===== config.mk =====
export PLATFORM = sky130hd
export DESIGN_NAME = fcbf_ctrl
export DESIGN_NICKNAME = d
export VERILOG_FILES = /design/src/rtl/core/fcbf_pkg.sv /design/src/rtl/core/fcbf_ctrl.sv
export SDC_FILE = /design/constraint.sdc
export NUM_CORES = 1
export LEC_CHECK = 0
export BUFFER_PORTS_ARGS = -buffer_cell sky130_fd_sc_hd__buf_4
export CAP_MARGIN = 10
export CORE_AREA = 3 3 40 42
export DETAILED_ROUTE_END_ITERATION = 8
export DIE_AREA = 0 0 43 45
export GPL_TIMING_DRIVEN = 0
export PLACE_DENSITY = 0.36
export SLEW_MARGIN = 40
export SYNTH_ARGS = -nofsm -noshare
export SYNTH_HDL_FRONTEND = slang
export SYNTH_SLANG_ARGS = --single-unit

===== constraint.sdc =====
create_clock -name clock -period 0.8 [get_ports clock]
set_input_delay 0.16 -clock clock [delete_from_list [all_inputs] [get_ports clock]]
set_output_delay 0.16 -clock clock [all_outputs]
set_load 0.005 [all_outputs]

===== src/rtl/core/fcbf_pkg.sv =====
// Shared constants, codes and types of the flow controlled byte FIFO.
package fcbf_pkg;

   // Store geometry (power of two)
   localparam int DEPTH  = 4096;
   localparam int ADDR_W = $clog2(DEPTH);
   localparam int FILL_W = $clog2(DEPTH + 1);

   // Field widths of the channels
   localparam int ACTION_W = 3;
   localparam int BYTE_W   = 8;
   localparam int COUNT_W  = 13;
   localparam int TOTAL_W  = 64;

   // Reset value of the capacity register
   localparam logic [COUNT_W-1:0] CAPACITY_RESET = COUNT_W'(4096);

   // Action codes
   localparam logic [ACTION_W-1:0] ACT_WRITE = 3'd0;
   localparam logic [ACTION_W-1:0] ACT_READ  = 3'd1;
   localparam logic [ACTION_W-1:0] ACT_PEEK  = 3'd2;
   localparam logic [ACTION_W-1:0] ACT_POP   = 3'd3;
   localparam logic [ACTION_W-1:0] ACT_END   = 3'd4;

   // Controller states
   typedef enum logic [1:0] {
      ST_IDLE,
      ST_EXEC,
      ST_FINISH
   } ctrl_state_type;

   // Commands from the controller to the datapath
   typedef struct packed {
      logic capture;
      logic execute;
      logic load_out;
   } ctrl_cmd_type;

endpackage


===== src/rtl/core/fcbf_ctrl.sv =====
// Controller state machine: sequences accept, execute and result load.
module fcbf_ctrl (
   input  logic                   clock,
   input  logic                   reset,
   input  logic                   req_valid,
   output logic                   req_ready,
   output logic                   rsp_valid,
   input  logic                   rsp_ready,
   output fcbf_pkg::ctrl_cmd_type cmd
);

   fcbf_pkg::ctrl_state_type state_ff, state_in;
   logic                     out_valid_ff, out_valid_in;

   // State and output valid registers
   always_ff @(posedge clock) begin
      if (reset) begin
         state_ff     <= fcbf_pkg::ST_IDLE;
         out_valid_ff <= 1'b0;
      end else begin
         state_ff     <= state_in;
         out_valid_ff <= out_valid_in;
      end
   end

   // Next state and commands
   always_comb begin
      state_in     = state_ff;
      req_ready    = 1'b0;
      cmd.capture  = 1'b0;
      cmd.execute  = 1'b0;
      cmd.load_out = 1'b0;
      case (state_ff)
         fcbf_pkg::ST_IDLE: begin
            req_ready   = 1'b1;
            cmd.capture = req_valid;
            if (req_valid) begin
               state_in = fcbf_pkg::ST_EXEC;
            end
         end
         fcbf_pkg::ST_EXEC: begin
            cmd.execute = 1'b1;
            state_in    = fcbf_pkg::ST_FINISH;
         end
         fcbf_pkg::ST_FINISH: begin
            // hold until the output register is free
            if (!out_valid_ff || rsp_ready) begin
               cmd.load_out = 1'b1;
               state_in     = fcbf_pkg::ST_IDLE;
            end
         end
         default: begin
            state_in = fcbf_pkg::ST_IDLE;
         end
      endcase

      // set on load, drop when the beat is taken
      out_valid_in = out_valid_ff;
      if (cmd.load_out) begin
         out_valid_in = 1'b1;
      end else if (rsp_ready) begin
         out_valid_in = 1'b0;
      end
   end

   assign rsp_valid = out_valid_ff;

endmodule


==> impl_metrics.toml, run 1 <==
[worst_setup_path]
worstPathMaxFanout = 3
cp.required_ps = 640
cp-end-kind = "output pin"
crit_path_start_kind = "register"
crit_type = "register to output pin"
cp_data_arrival_time_ps = 940

[finish]
drive_above_1_share_pct = 77.8
final_cell_mix = "buf_4 (7), clkbuf_4 (3), buf_6 (3)"
fillCellCount = 144
fin_nets = 32
fin_area_sq_um = 289
antenna_cells = 0
layout_commonest_cell = "buf_4"
multiInputGateArea_sq_um = 91.3
utilization_pct = 22.5
seq_area_sq_um = 66.3
area_growth_pct = 97.4

[floorplanning]
design.die.area_sq_um = 1940
die_h_um = 45
core_sq_um = 1280
rows = 13
start_util_pct = 11.4
die_w_um = 43
io_pins = 9

[timing]
setup_viol = 6
rsz0062_at_grt = "yes"
tightest_slew_ps = 154
setup_slack_ps = -299
fin_crit_ps = 1100
period_share_pct = 137
maxSlewHeadroom_pct = 89.7
fmax_ghz = 0.910
finalHoldViolations = 0
drv_slew = 0
finalClockSkew_ps = 0.585

[place]
dpl_cell_area_sq_um = 238
io_buffers = 8
dp_hpwl_um = 268
place_congestion = 0.614

[synthesis]
seq_area_frac_synth_pct = 41.0
yosysUniqueCellTypes = 10
ys_ff_latch = 3
synthCells = 14
mappedNetlistArea_sq_um = 146
yosys_warnings = 0
syn_avg_cell_area_sq_um = 10.5
synth_nets = 18

[drt]
dr.first_iter.drc_count = 2
vias = 144
dr.pass1.iters = 2
drc = 0
ant_nets = 0
wirelength_um = 362
vias_per_cell = 3.43
wl_per_cell_um = 8.62

[grt]
grt_start_max_net_pins = 6
first_global_vias = 138
grt_pass1_wl_um = 593
grt_antenna_before_repair = 0
grt_use_total_pct = 4.99
overflow = 0

[clock_tree]
cts_buffers = 3
clock_latency_ps = 230
cts.clk_slew.worst_paths_ps = 40
htree_num_levels = 1
cts-root-buf = "clkbuf_4"
cts_tree = "built"
clk_path_buf_depth = 2
cts_sinks = 3
hold_buffers = 0

[pwr]
power_per_cell_area_nw_per_um2 = 1760
max-vdd-ir-drop_mv = 0.401
p_leak_nw = 0.136

[run]
maxCapViolCount = 0

[hold_path]
hp-class = "input pin to register"

[status]
status = "finished with violations"
violations = "setup timing"
[cell families (layout without fill, tap and decap cells)]
family | Yosys count | after routing | share of synthesized area (%)
and+or+nand+nor | 8 | 8 | 43.6
DFF | 3 | 3 | 41.0
AOI/OAI and AO/OA | 2 | 2 | 10.3
buffers and inverters | 1 | 14 | 5.13
[critical path, stage by stage (launching register included)]
cell and delay (ps):
dfxtp_2 330, buf_6 120, and2b_4 160, buf_6 110
[layer usage]
| layer | GRT usage (%) | vias to the layer above | wire [um] |
|---|---|---|---|
| met5 | 0 | - | 0 |
| li1 | - | 74 | - |
| met1 | 4.57 | 65 | 157 |
| met4 | 5.42 | 0 | 0 |
| met3 | 5.18 | 0 | 40 |
| met2 | 5.69 | 5 | 164 |
[synth_stat cells]
cell type  n  area share (%)
o21ba_1    1             6.8
buf_4      1             5.1
nor3b_2    1             8.5
dfxtp_1    3              41
nor2_1     1             2.6
nand2b_1   2             8.5
and4bb_1   1             8.5
a21oi_1    1             3.4
and2b_4    1             6.8
nor2b_1    2             8.5
[report_power, final]
group          total, mW  internal (mW)  switching (mW)  leakage [nW]
combinational     0.0833         0.0602          0.0231        0.0953
clock              0.260          0.187          0.0736        0.0150
sequential         0.166          0.157         0.00922        0.0261
total              0.510          0.404           0.106         0.136
[what timing repair did]
item / 4_1_cts / 5_1_grt
setup endpoints to repair: 6 / 7
pin swaps: 3 / 3
resized for setup: 5 / 1
setup buffers: 1 / 1
[flip-flops by register name, summed over array words and instances (netlist names)]
name / count
state_ff: 2
rsp_valid: 1
[worst paths after layout]
check        slack [ps]  depth (start not counted)   startpoint     endpoint
max                -300                          3  state_ff[0]       cmd[1]
max reg2reg        -190                          4  state_ff[0]  state_ff[1]
min                 100                          2        reset    rsp_valid
min reg2reg         500                          2    rsp_valid    rsp_valid
[final cells by class]
type                       count  share of cell area, %
sequential                     3                   22.9
multi-input combinational     10                   31.6
tap                           15                   6.49
clock buffer                   4                   9.09
timing repair buffer          10                   29.9
[metrics by stage]
stage | hold WS [ps] | total power [mW] | std cells | setup TNS (ps) | setup slack (ps)
floorplan | 224 | 0.198 | 14 | -19.7 | -10.2
global placement | 342 | 0.237 | 37 | -242 | -141
detailed placement | 342 | 0.237 | 37 | -249 | -143
CTS | 94.2 | 0.523 | 41 | -1280 | -320
global route | 89.3 | 0.554 | 42 | -1510 | -342
finish | 102 | 0.510 | 42 | -1260 | -299
Note: power is estimated with default switching activity, not from simulation.
==> run 2: changes to the inputs <==
CORE_AREA = 2 2 39 41   (was 3 3 40 42)
DIE_AREA = 0 0 41 43   (was 0 0 43 45)
==> run 2 against run 1 <==
Against the previous run:
- the flow still finishes with violations (setup timing)
- flip-flop and latch count is the same
- first-iteration DRC count shrank 100%
- count of clock-buffer cells in the layout is the same
- clock skew grew 4.5 ps
- sequential power is essentially flat
- critical path type unchanged
- critical endpoint unchanged
==> impl_metrics.toml, run 2 (synthesis gave the netlist of run 1 again) <==
[place]
dp_hpwl_um = 249
place_congestion = 0.543
io_buffers = 8
dpl_cell_area_sq_um = 239
place_inst = 38

[worst_setup_path]
r2r_slack_ps = -90
r2r_start = "state_ff[0]"
r2r-end = "state_ff[1]"
cp.required_ps = 640
crit_path_start_kind = "register"
cp_data_arrival_time_ps = 930
cp-end-kind = "output pin"
crit_type = "register to output pin"
rr_worst_depth = 3
worstPathMaxFanout = 3

[clock_tree]
cts_tree = "built"
clock_latency_ps = 230
cts-root-buf = "clkbuf_4"
cts_buffers = 3
htree_num_levels = 1
cts_sinks = 3
clk_path_buf_depth = 2
cts.clk_slew.worst_paths_ps = 40

[timing]
drv_slew = 0
maxSlewHeadroom_pct = 89.7
holdWs_ps = 92.5
tns_ps = -1170
fin_crit_ps = 1090
rsz0062_at_grt = "yes"
fmax_ghz = 0.917
finalClockSkew_ps = 5.08
period_share_pct = 136
setup_slack_ps = -291
tightest_slew_ps = 153
setup_viol = 6
finalHoldViolations = 0

[finish]
layout_commonest_cell = "buf_4"
multiInputGateArea_sq_um = 88.8
fin_area_sq_um = 280
final_cell_mix = "buf_4 (6), clkbuf_4 (3), buf_6 (3)"
largest_register_ffs = 2
seq_area_sq_um = 66.3
drive_above_1_share_pct = 73.1
fillCellCount = 150
fin_nets = 31
top_register = "state_ff"
antenna_cells = 0
post_layout_nonfiller_instances = 42
area_growth_pct = 91.5

[status]
status = "finished with violations"
violations = "setup timing"

[drt]
dr.pass1.iters = 1
vias = 131
dr.first_iter.drc_count = 0
wirelength_um = 326
ant_nets = 0
wl_per_cell_um = 7.76
vias_per_cell = 3.12
drc = 0

[floorplanning]
die_h_um = 43
core_sq_um = 1380
rows = 14
die_w_um = 41
design.die.area_sq_um = 1760
start_util_pct = 10.6
io_pins = 9

[hold_path]
min-delay-start = "reset"
hp-class = "input pin to register"
whs_path_depth = 2
hold_path_end = "rsp_valid"

[grt]
overflow = 0
grt_antenna_before_repair = 0
grt_pass1_wl_um = 462
grt_start_max_net_pins = 6
first_global_vias = 112
grt_use_total_pct = 4.41

[pwr]
p_leak_nw = 0.129
max-vdd-ir-drop_mv = 0.890
power_per_cell_area_nw_per_um2 = 1800

[run]
maxCapViolCount = 0
-- run 2: cell count changes in the layout (fill, tap and decap cells not counted), sizes merged --
cell and delta:
buf -1
-- run 2: power by group --
part	leakage (nW)	internal, mW	switching, mW
combinational	0.0881	0.0561	0.0218
clock	0.0150	0.187	0.0745
sequential	0.0261	0.157	0.00907
total	0.129	0.400	0.105
-- run 2: area by class of cell --
| type | instances | area share [%] |
|---|---|---|
| Clock buffer | 4 | 9.37 |
| Multi-Input combinational cell | 10 | 31.7 |
| Sequential cell | 3 | 23.7 |
| Tap cell | 16 | 7.14 |
| Timing Repair Buffer | 9 | 28.1 |
-- run 2: timing repair --
action / CTS / global route
gates resized for setup: 4 / 1
pin swaps: 3 / 1
hold endpoints to repair: 0 / 0
setup buffers: 1 / 0
hold buffers: 0 / 0
setup endpoints to repair: 6 / 6
-- run 2: stage by stage --
step                worst slack [ps]  power [mW]  util, %
finish                          -291       0.505     20.3
global route                    -327       0.545     20.3
CTS                             -302       0.520     20.1
detailed placement              -147       0.237     17.3
global placement                -147       0.236     17.3
floorplan                      -10.2       0.198        -
-- run 2: layer usage --
layer  vias up  part of all wire (%)  GRT usage [%]
li1         70                     -              -
met1        52                    60           6.71
met2         9                    25           2.50
met3         0                    15           4.71
met4         0                     0           4.00
met5         -                     0              0
-- run 2: worst max-delay path, cell delays in order, from the launching register on --
cell,delay (ps)
dfxtp_2,320
buf_6,120
and2b_4,160
buf_6,110
-- run 2: how the worst max path moves through the flow --
stage	startpoint	endpoint	slack [ps]
2_1_floorplan	state_ff[0]	cmd[0]	-10
3_3_place_gp	rsp_ready	cmd[0]	-150
3_5_place_dp	rsp_ready	cmd[0]	-150
4_1_cts	state_ff[0]	cmd[1]	-300
5_1_grt	state_ff[0]	cmd[0]	-330
6_report	state_ff[0]	cmd[1]	-290
